`config.mk`:
```
export PLATFORM = sky130hd
export DESIGN_NAME = top_k_largest_product
export DESIGN_NICKNAME = d
export VERILOG_FILES = /design/src/hw/rtl/tkl_pkg.sv /design/src/hw/rtl/tkl_cell.sv /design/src/hw/rtl/tkl_mul.sv /design/src/hw/rtl/top_k_largest_product.sv
export SDC_FILE = /design/constraint.sdc
export NUM_CORES = 2
export LEC_CHECK = 0
export ABC_AREA = 1
export BUFFER_PORTS_ARGS = -buffer_cell sky130_fd_sc_hd__buf_2
export CAP_MARGIN = 40
export CORE_UTILIZATION = 65
export DETAILED_ROUTE_END_ITERATION = 10
export PLACE_DENSITY = 0.82
export SLEW_MARGIN = 20
export SYNTH_ARGS = -nofsm -noshare
export SYNTH_HDL_FRONTEND = slang
export SYNTH_SLANG_ARGS = --single-unit
```
`constraint.sdc`:
```
create_clock -name clk_i -period 12.1 [get_ports clk_i]
set_input_delay 3.63 -clock clk_i [delete_from_list [all_inputs] [get_ports clk_i]]
set_output_delay 3.63 -clock clk_i [all_outputs]
set_load 0.1 [all_outputs]
```
`src/hw/rtl/tkl_pkg.sv`:
```
// Package for the top-k largest product block: widths, reset values and the
// link type that joins neighboring cells of the sorted chain.
// No dependencies; used by every module of the block.
`timescale 1ns / 1ps

package tkl_pkg;

  localparam int unsigned VALUE_W      = 16;
  localparam int unsigned PROD_W       = 32;
  localparam int unsigned KEEP_W       = 5;
  localparam int unsigned MAX_KEEP_DEF = 16;
  localparam logic [KEEP_W-1:0] KEEP_RESET = 5'd2;

  // What one cell hands to the cell below it during an insertion.
  typedef struct packed {
    logic               take;
    logic [VALUE_W-1:0] val;
  } tkl_link_t;

  // Control of the product accumulator.
  typedef struct packed {
    logic start;
    logic step;
  } tkl_mul_ctrl_t;

endpackage

```
`src/hw/rtl/tkl_cell.sv`:
```
// One cell of the descending sorted chain of kept values.
// Depends on tkl_pkg for the value width and the link type.
`timescale 1ns / 1ps

module tkl_cell (
  input  logic                        clk_i,
  input  logic                        ins_i,
  input  logic                        shift_up_i,
  input  logic                        valid_i,
  input  logic [tkl_pkg::VALUE_W-1:0] value_i,
  input  tkl_pkg::tkl_link_t          prev_i,
  input  logic [tkl_pkg::VALUE_W-1:0] next_val_i,
  output tkl_pkg::tkl_link_t          link_o,
  output logic                        hit_o
);
  import tkl_pkg::*;

  logic [VALUE_W-1:0] val_d, val_q;
  logic               greater;
  logic               take;

  // The chain is sorted in descending order, so the cells that take part in
  // an insertion form a contiguous run at the tail of the valid entries.
  assign greater = value_i > val_q;
  assign take    = ins_i && (!valid_i || greater);
  assign hit_o   = valid_i && greater;

  always_comb begin
    val_d = val_q;
    if (shift_up_i) begin
      val_d = next_val_i;
    end else if (take) begin
      val_d = prev_i.take ? prev_i.val : value_i;
    end
  end

  always_ff @(posedge clk_i) begin
    val_q <= val_d;
  end

  assign link_o.take = take;
  assign link_o.val  = val_q;

endmodule

```
`src/hw/rtl/tkl_mul.sv`:
```
// Product accumulator: multiplies in one kept value per step and tracks the
// overflow and zero flags. Depends on tkl_pkg for widths and the control type.
`timescale 1ns / 1ps

module tkl_mul (
  input  logic                        clk_i,
  input  logic                        rst_ni,
  input  tkl_pkg::tkl_mul_ctrl_t      ctrl_i,
  input  logic [tkl_pkg::VALUE_W-1:0] operand_i,
  output logic [tkl_pkg::PROD_W-1:0]  product_o,
  output logic                        overflow_o
);
  import tkl_pkg::*;

  localparam int unsigned WideW = PROD_W + VALUE_W;

  logic [PROD_W-1:0] prod_d, prod_q;
  logic              over_d, over_q;
  logic              zero_d, zero_q;
  logic [WideW-1:0]  wide;

  assign wide = WideW'(prod_q) * WideW'(operand_i);

  always_comb begin
    prod_d = prod_q;
    over_d = over_q;
    zero_d = zero_q;
    if (ctrl_i.start) begin
      prod_d = PROD_W'(1);
      over_d = 1'b0;
      zero_d = 1'b0;
    end else if (ctrl_i.step) begin
      prod_d = wide[PROD_W-1:0];
      over_d = over_q || (wide[WideW-1:PROD_W] != '0);
      zero_d = zero_q || (operand_i == '0);
    end
  end

  always_ff @(posedge clk_i or negedge rst_ni) begin
    if (!rst_ni) begin
      prod_q <= PROD_W'(1);
      over_q <= 1'b0;
      zero_q <= 1'b0;
    end else begin
      prod_q <= prod_d;
      over_q <= over_d;
      zero_q <= zero_d;
    end
  end

  // A zero factor makes the exact product zero, which never overflows.
  assign product_o  = prod_q;
  assign overflow_o = over_q && !zero_q;

endmodule

```
`src/hw/rtl/top_k_largest_product.sv`:
```
// Top level of the top-k largest product block: sorted cell chain, product
// accumulator and the control that sequences them.
// Depends on tkl_pkg, tkl_cell and tkl_mul.
`timescale 1ns / 1ps

// Usage
//   Values of one set arrive on the input channel (value_i, is_last_i) with a
//   valid/ready handshake. Each transfer inserts the value into a chain of
//   cells that is kept sorted in descending order, and after an item that
//   does not end the set the next one may follow directly.
//   When fewer than keep_count values are kept the value is added; otherwise
//   it replaces the smallest kept value if it is strictly greater.
//   A transfer with is_last_i high ends the set. The chain then shifts its
//   kept values, one per cycle, into a single 32x16 multiplier; in_ready_o
//   is low meanwhile. The result (product_o modulo 2^32 and overflow_o)
//   is loaded into an output register and offered on the output channel;
//   a new set is accepted while that result still waits for its transfer.
//   If the receiver stalls and a second result is due, the block holds at
//   the end of the drain until the output register is free.
//   keep_count is written through cfg_we_i/cfg_wdata_i while the block is
//   idle; values above MaxKeep act as MaxKeep, and zero gives product 1.
//   Reset empties the chain, sets keep_count to 2 and clears the output.
module top_k_largest_product #(
  parameter int unsigned MaxKeep = tkl_pkg::MAX_KEEP_DEF
) (
  input  logic                        clk_i,
  input  logic                        rst_ni,
  input  logic                        cfg_we_i,
  input  logic [tkl_pkg::KEEP_W-1:0]  cfg_wdata_i,
  input  logic                        in_valid_i,
  output logic                        in_ready_o,
  input  logic [tkl_pkg::VALUE_W-1:0] value_i,
  input  logic                        is_last_i,
  output logic                        out_valid_o,
  input  logic                        out_ready_i,
  output logic [tkl_pkg::PROD_W-1:0]  product_o,
  output logic                        overflow_o
);
  import tkl_pkg::*;

  localparam int unsigned CntW = $clog2(MaxKeep + 1);
  localparam int unsigned CmpW = (CntW > KEEP_W) ? CntW : KEEP_W;

  typedef enum logic [0:0] {
    S_ACCEPT,
    S_DRAIN
  } state_e;

  state_e            state_d, state_q;
  logic [KEEP_W-1:0] keep_d, keep_q;
  logic [CntW-1:0]   total_d, total_q;
  logic [CntW-1:0]   cnt_d, cnt_q;
  logic              out_valid_d, out_valid_q;
  logic [PROD_W-1:0] product_d, product_q;
  logic              overflow_d, overflow_q;

  logic [CmpW-1:0]    eff_keep;
  logic               below_keep;
  logic               in_fire;
  logic               ins;
  logic               step;
  logic               finish;
  logic [MaxKeep-1:0] valid;
  logic [MaxKeep-1:0] hit;
  tkl_link_t          links [MaxKeep];
  tkl_mul_ctrl_t      mul_ctrl;
  logic [PROD_W-1:0]  mul_product;
  logic               mul_overflow;

  // Keep counts above the chain length saturate to the chain length.
  assign eff_keep   = (CmpW'(keep_q) > CmpW'(MaxKeep)) ? CmpW'(MaxKeep) : CmpW'(keep_q);
  assign below_keep = CmpW'(total_q) < eff_keep;

  assign in_ready_o = (state_q == S_ACCEPT);
  assign in_fire    = in_valid_i && in_ready_o;

  // Because the chain is sorted, a value beats the smallest kept value
  // exactly when it beats any kept value.
  assign ins    = in_fire && (below_keep || (|hit));
  assign step   = (state_q == S_DRAIN) && (cnt_q != '0);
  assign finish = (state_q == S_DRAIN) && (cnt_q == '0) && (!out_valid_q || out_ready_i);

  for (genvar i = 0; i < MaxKeep; i++) begin : g_cell
    tkl_link_t          prev;
    logic [VALUE_W-1:0] next_val;

    assign valid[i] = CntW'(i) < total_q;

    if (i == 0) begin : g_head
      assign prev = '0;
    end else begin : g_body
      assign prev = links[i-1];
    end

    if (i == MaxKeep - 1) begin : g_tail
      assign next_val = '0;
    end else begin : g_inner
      assign next_val = links[i+1].val;
    end

    tkl_cell u_cell (
      .clk_i      (clk_i),
      .ins_i      (ins),
      .shift_up_i (step),
      .valid_i    (valid[i]),
      .value_i    (value_i),
      .prev_i     (prev),
      .next_val_i (next_val),
      .link_o     (links[i]),
      .hit_o      (hit[i])
    );
  end

  assign mul_ctrl.start = in_fire && is_last_i;
  assign mul_ctrl.step  = step;

  tkl_mul u_mul (
    .clk_i      (clk_i),
    .rst_ni     (rst_ni),
    .ctrl_i     (mul_ctrl),
    .operand_i  (links[0].val),
    .product_o  (mul_product),
    .overflow_o (mul_overflow)
  );

  always_comb begin
    state_d     = state_q;
    keep_d      = keep_q;
    total_d     = total_q;
    cnt_d       = cnt_q;
    out_valid_d = out_valid_q;
    product_d   = product_q;
    overflow_d  = overflow_q;

    if (cfg_we_i) begin
      keep_d = cfg_wdata_i;
    end
    if (out_valid_q && out_ready_i) begin
      out_valid_d = 1'b0;
    end

    case (state_q)
      S_ACCEPT: begin
        if (in_fire) begin
          if (below_keep) begin
            total_d = total_q + 1'b1;
          end
          if (is_last_i) begin
            cnt_d   = total_d;
            state_d = S_DRAIN;
          end
        end
      end
      S_DRAIN: begin
        if (step) begin
          cnt_d = cnt_q - 1'b1;
        end else if (finish) begin
          out_valid_d = 1'b1;
          product_d   = mul_product;
          overflow_d  = mul_overflow;
          total_d     = '0;
          state_d     = S_ACCEPT;
        end
      end
      default: begin
        state_d = S_ACCEPT;
      end
    endcase
  end

  always_ff @(posedge clk_i or negedge rst_ni) begin
    if (!rst_ni) begin
      state_q     <= S_ACCEPT;
      keep_q      <= KEEP_RESET;
      total_q     <= '0;
      cnt_q       <= '0;
      out_valid_q <= 1'b0;
      product_q   <= '0;
      overflow_q  <= 1'b0;
    end else begin
      state_q     <= state_d;
      keep_q      <= keep_d;
      total_q     <= total_d;
      cnt_q       <= cnt_d;
      out_valid_q <= out_valid_d;
      product_q   <= product_d;
      overflow_q  <= overflow_d;
    end
  end

  assign out_valid_o = out_valid_q;
  assign product_o   = product_q;
  assign overflow_o  = overflow_q;

  // The chain never holds more values than it has cells.
  assert property (@(posedge clk_i) disable iff (!rst_ni)
    CmpW'(total_q) <= CmpW'(MaxKeep))
    else $error("kept total exceeds chain length");

  // A transfer grows the kept total by at most one.
  assert property (@(posedge clk_i) disable iff (!rst_ni)
    in_fire |=> (total_q == $past(total_q)) || (total_q == $past(total_q) + 1'b1))
    else $error("kept total jumped on an insertion");

  // The end of a set always starts the drain of the chain.
  assert property (@(posedge clk_i) disable iff (!rst_ni)
    (in_fire && is_last_i) |=> (state_q == S_DRAIN) && (cnt_q == total_q))
    else $error("drain did not start with the kept total");

  // The drain count never runs past the kept values.
  assert property (@(posedge clk_i) disable iff (!rst_ni)
    (state_q == S_DRAIN) |-> (cnt_q <= total_q))
    else $error("drain count beyond kept total");

  // Valid cells stay in descending order while the chain takes values; the
  // drain shifts stale cells into the valid range, so it is not checked there.
  for (genvar k = 1; k < MaxKeep; k++) begin : g_order_chk
    assert property (@(posedge clk_i) disable iff (!rst_ni)
      ((state_q == S_ACCEPT) && valid[k]) |-> (links[k-1].val >= links[k].val))
      else $error("cell chain out of order");
  end

endmodule

```
After elaboration in Yosys (flattened, before gate mapping) --
Cells that the tools add are included. W data, S select, Z words.
Storage, ports and cells: output and inout bits 35, register bits after elaboration 340, word-level logic and storage cells 242, input bits 27
Operators by class: multiply operators 1, add/subtract/negate cells 2, bitwise operators 2, equality and inequality tests 5, mux-type cells 70, reductions and logical operators 102, magnitude comparators 34
Operator list (number):
- $mux W16 | 45
- $gt A16 B16 Y1 | 16
- $mux W32 | 2
- $mul A32 B16 Y48 | 1
- $logic_and A1 B1 Y1 | 40
- $lt A4 B5 Y1 const A | 8
- $mux W5 | 8
- $reduce_bool A2 Y1 | 16
- $logic_or A1 B1 Y1 | 20
- $lt A3 B5 Y1 const A | 4
- $pmux W5 S2 | 2
- $logic_not A1 Y1 | 18
- $logic_not A16 Y1 | 1
- $reduce_bool A16 Y1 | 1
- $reduce_or A16 Y1 | 1
- $mux W1 | 12
- $lt A1 B5 Y1 const A | 2
- $lt A2 B5 Y1 const A | 2
- $reduce_and A3 Y1 | 3
- $ne A2 B1 Y1 const B | 4
- $add A5 B1 Y5 const B | 1
- $gt A5 B5 Y1 const B | 1
- $logic_not A5 Y1 | 1
- $lt A5 B5 Y1 | 1
- other kinds (5) | 6

Logic depth before layout (Yosys ltp) --
word-level depth 9, mapped depth 35, mapped depth without buffers 33

By module --
Synthesis repeated with hierarchy kept, for this count alone.
Second synthesis, totals: cells, all modules 5658, area, all modules 42340.6 um^2
By module, submodules not included:
- tkl_cell | area an instance 1266.2 um^2, times used 16, sequential area each 480.5 um^2, cells each 166
- tkl_mul | area an instance 19493.7 um^2, times used 1, sequential area each 852.1 um^2, cells each 2755
- top_k_largest_product | area an instance 2587.5 um^2, times used 1, sequential area each 1252.5 um^2, cells each 247

Worst setup path after synthesis --
No wires, ideal clock.
path kind input to register, start input port value_i[0] (netlist bit), end register g_cell[10].u_cell.val_q[0], enable pin, data required time 11.737 ns, cell stages on the path 22, buffers on the path 3, data arrival time 6.152 ns, setup time 0.363 ns, slack 5.585 ns, cells stage by stage clkinv_1 -> clkbuf_1 -> ha_1 -> inv_1 -> nand2_1 -> nand2_1 -> nand2_1 -> nand2_1 -> nand2_1 -> nand2_1 -> nand2_1 -> nand2_1 -> nand3_1 -> nand2_1 -> nor2_1 -> nand2_1 -> nor2_2 -> nand2_4 -> buf_12 -> nand3_4 -> buf_4 -> nand2_1
On the way: cells in the longest elaborated chain, start to end 7, elaborated cells between the ends (all ways) 38, classes of those cells 16 x order compare; 22 x reduce/logical
RTL lines:
- start, declared | line top_k_largest_product.sv:32 | input logic [tkl_pkg::VALUE_W-1:0] value_i,
- $gt A16 B16 Y1 | line tkl_cell.sv:24 | assign greater = value_i > val_q;
- $logic_and A1 B1 Y1 | line tkl_cell.sv:26 | assign hit_o = valid_i && greater;
- $reduce_or A16 Y1 | line top_k_largest_product.sv:79 | assign ins = in_fire && (below_keep || (|hit));
- $logic_or A1 B1 Y1 | line top_k_largest_product.sv:79
- $logic_and A1 B1 Y1 | line top_k_largest_product.sv:79
- $logic_and A1 B1 Y1 * | line tkl_cell.sv:25 | assign take = ins_i && (!valid_i || greater);
- $reduce_bool A2 Y1 (no source line) *
- end signal, assigned | line tkl_cell.sv:38 | val_q <= val_d;
- end, declared | line tkl_cell.sv:18 | logic [VALUE_W-1:0] val_d, val_q;
Mark *: on every way between the ends. The rest lies on a longest branch, timed or not. A chain may end at the register's enable or synchronous reset.

Worst setup path in the final report --
start input port value_i[15] (netlist bit), end register g_cell[0].u_cell.val_q[9], enable pin
On the way: cells in the longest elaborated chain, start to end 7, elaborated cells between the ends (all ways) 38, classes of those cells 16 x order compare; 22 x reduce/logical
RTL lines (line):
- $gt A16 B16 Y1 | tkl_cell.sv:24
- $logic_and A1 B1 Y1 | tkl_cell.sv:26
- $reduce_or A16 Y1 | top_k_largest_product.sv:79
- $logic_or A1 B1 Y1 | top_k_largest_product.sv:79
- $logic_and A1 B1 Y1 | top_k_largest_product.sv:79
- $logic_and A1 B1 Y1 * | tkl_cell.sv:25
- $reduce_bool A2 Y1 (no source line) *
- end signal, assigned | tkl_cell.sv:38
- end, declared | tkl_cell.sv:18
Marked as above.

==> qor.txt <==
GRT Residual Overflow - 0
top_reg_cell synth - edfxtp_1
CTS tree - built
synthesis-to-layout area growth - 5.191%
Distinct cells, synth - 51
Worst Path Max Fanout - 33
Die W - 253.7 µm
DIE AREA - 64390 µm²
Hold Path Class - flop to flop
EDFF count, synth - 240
WS Path Type - input port to flop
GRT Resource Usage Total - 40.20%
largest net degree at the start of global routing - 140
Worst setup SP type - input port
fin nets - 6276
count leader, synth - nand2_1
max_cap viols - 0
WL/cell - 20.03 µm
Synth warnings - 0
launch point of the worst path - value_i[15]
Net Count, Synth - 6388
initial antenna violation count - 3
fin. max-slew vios - 0
Avg Cell Area, Syn - 7.408 µm²
Initial Util - 66.26%
# clock sinks - 340
Mapped Area - 41190 µm²
fin util - 69.70%
first drt pass iteration count - 7
largest area contributor in the netlist - fa_1
Initial DRC Count - 4182
I/O pins - 62
clk_lat worst skew - 0.61 ns
die height - 253.7 µm
CTS resizes - 0
Worst-path clk slew - 0.06 ns
flip-flop and latch count after synthesis - 340
Hold Crit Start - product_o[18]$_DFFE_PN0P_
hold_buf cts - 0
vias in the first global route - 36700
status - finished, final reports clean
DRC - 0
commonest cells in the netlist - nand2_1, inv_1, fa_1
Post-Route WL - 126600 µm
H-tree depth - 2
Max Fclk - 134.7 MHz
Mapped Cells - 5561
share of layout cells above drive strength 1 - 4.141%
RR Startpoint - g_cell[0].u_cell.val_q[1]$_DFFE_PP_
Core Area - 62170 µm²
Via density - 5.839
CP required - 12.30 ns
worst endpoint data arrival time - 7.62 ns
area share of the largest cell type after synthesis - 20.31%
share of flip-flops with an asynchronous set or reset - 24.71%
antenna-violating nets left - 0
Final Hold Viols - 0
Seq/Total Area, Yosys - 23.38%
Buffers on Ports - 61
CTS Buf Count - 42
unrepaired setup endpoints after global routing - false
via count - 36900
Post-Route Setup TNS - 0 ns
CTS Buffer Depth - 3
fill count - 5104
Rel. slew slack - 35.72%
root buffer cell - clkbuf_16
HPWL after detailed placement - 92880 µm
Slew @ Worst Pin - 0.9643 ns
postcts setup bufs - 0
Synth area leaders - fa_1, edfxtp_1, nand2_1
global placer's final weighted congestion - 0.9831
crit end category - flop
Fin Clk Skew - 0.04491 ns
Finish-stage setup viols - 0
Min Clock Period, post-route - 7.421 ns
Cell Rows - 91
first-pass GRT wire length - 197500 µm
fin crit share - 61.33%
[state kept, by name (all words and copies together) (netlist names)]
signal               count
total_q                  5
out_valid_o              1
u_mul.zero_q             1
cnt_q                    5
state_q                  1
keep_q                   5
u_mul.over_q             1
product_o               32
u_mul.product_o         32
overflow_o               1
g_cell.u_cell.val_q    256
[critical path, cell delays in order]
cell     delay, ns
buf_2         0.64
ha_1          0.28
nand2_1       0.07
inv_1         0.06
nand3_1       0.08
nor3_1        0.26
nand2_1       0.10
nand2_1       0.09
nand3_1       0.07
nand2_1       0.18
inv_1         0.09
nand2_1       0.11
nor2_2        0.06
nand2_4       0.44
nand3_2       0.64
nand2_1       0.77
[per-layer routing]
layer	routed length [µm]	up-vias	GRT usage (%)
li1	-	16720	-
met2	57970	2283	65.39
met5	31	-	0
met1	45110	17320	48.97
met3	15560	569	10.28
met4	7899	6	21.91
[stage by stage]
step	std cells	hold WS (ns)	worst slack, ns	area (µm²)
2_1_floorplan	5561	0.4348	5.585	41190
3_3_place_gp	6222	0.4606	4.368	41590
3_5_place_dp	6236	0.4687	4.263	41860
4_1_cts	6313	0.4830	4.845	43230
5_1_grt	6319	0.5059	4.332	43330
6_report	6320	0.4774	4.679	43330
[path summary, 6_finish.rpt]
check | slack [ns] | cells past startpoint | end
min in group asynchronous | 2.99 | 1 | product_o[9]$_DFFE_PN0P_
max in group asynchronous | 7.98 | 2 | u_mul.over_q$_DFFE_PN0P_
hold / removal | 0.48 | 2 | product_o[18]$_DFFE_PN0P_
hold reg to reg | 0.48 | 2 | product_o[18]$_DFFE_PN0P_
setup reg to reg | 4.79 | 27 | u_mul.over_q$_DFFE_PN0P_
setup / recovery | 4.68 | 16 | g_cell[0].u_cell.val_q[9]$_DFFE_PP_
[placed cells by master, fill, tap and decap left out, drive strengths merged, types with 20 or more instances in the layout]
master / count
nand2: 1771
nand3: 87
fa: 418
nor2: 395
a21oi: 224
edfxtp: 240
o21a: 20
inv: 1131
nor3: 26
o21ai: 388
nand4: 26
o22ai: 28
ha: 382
buf: 110
dfrtp: 82
clkbuf: 54
[logic make-up after synthesis]
group                      Yosys count  synth area share (%)
AOI/OAI and AO/OA                  689                 8.845
xor gates and xnor gates            17                0.3615
adders and majority gates          800                 31.92
buffers and inverters             1393                 13.17
DFF                                340                 23.38
muxes                                4                0.1093
and+or+nand+nor                   2318                 22.22
[cell type report]
cell class                      count  area (µm²)  area share (%)
Inverter                         1127        4238           9.780
Timing Repair Buffer              110       894.6           2.065
Sequential cell                   340        9632           22.23
Tap cell                          837        1047           2.417
Multi-Input combinational cell   3828       26150           60.34
Clock inverter                     23       244.0          0.5630
Clock buffer                       54        1127           2.602
Antenna cell                        1       2.502        0.005775
Power is not shown: default switching activity piles up to over one toggle a cycle in this logic, so the estimate is an artifact.
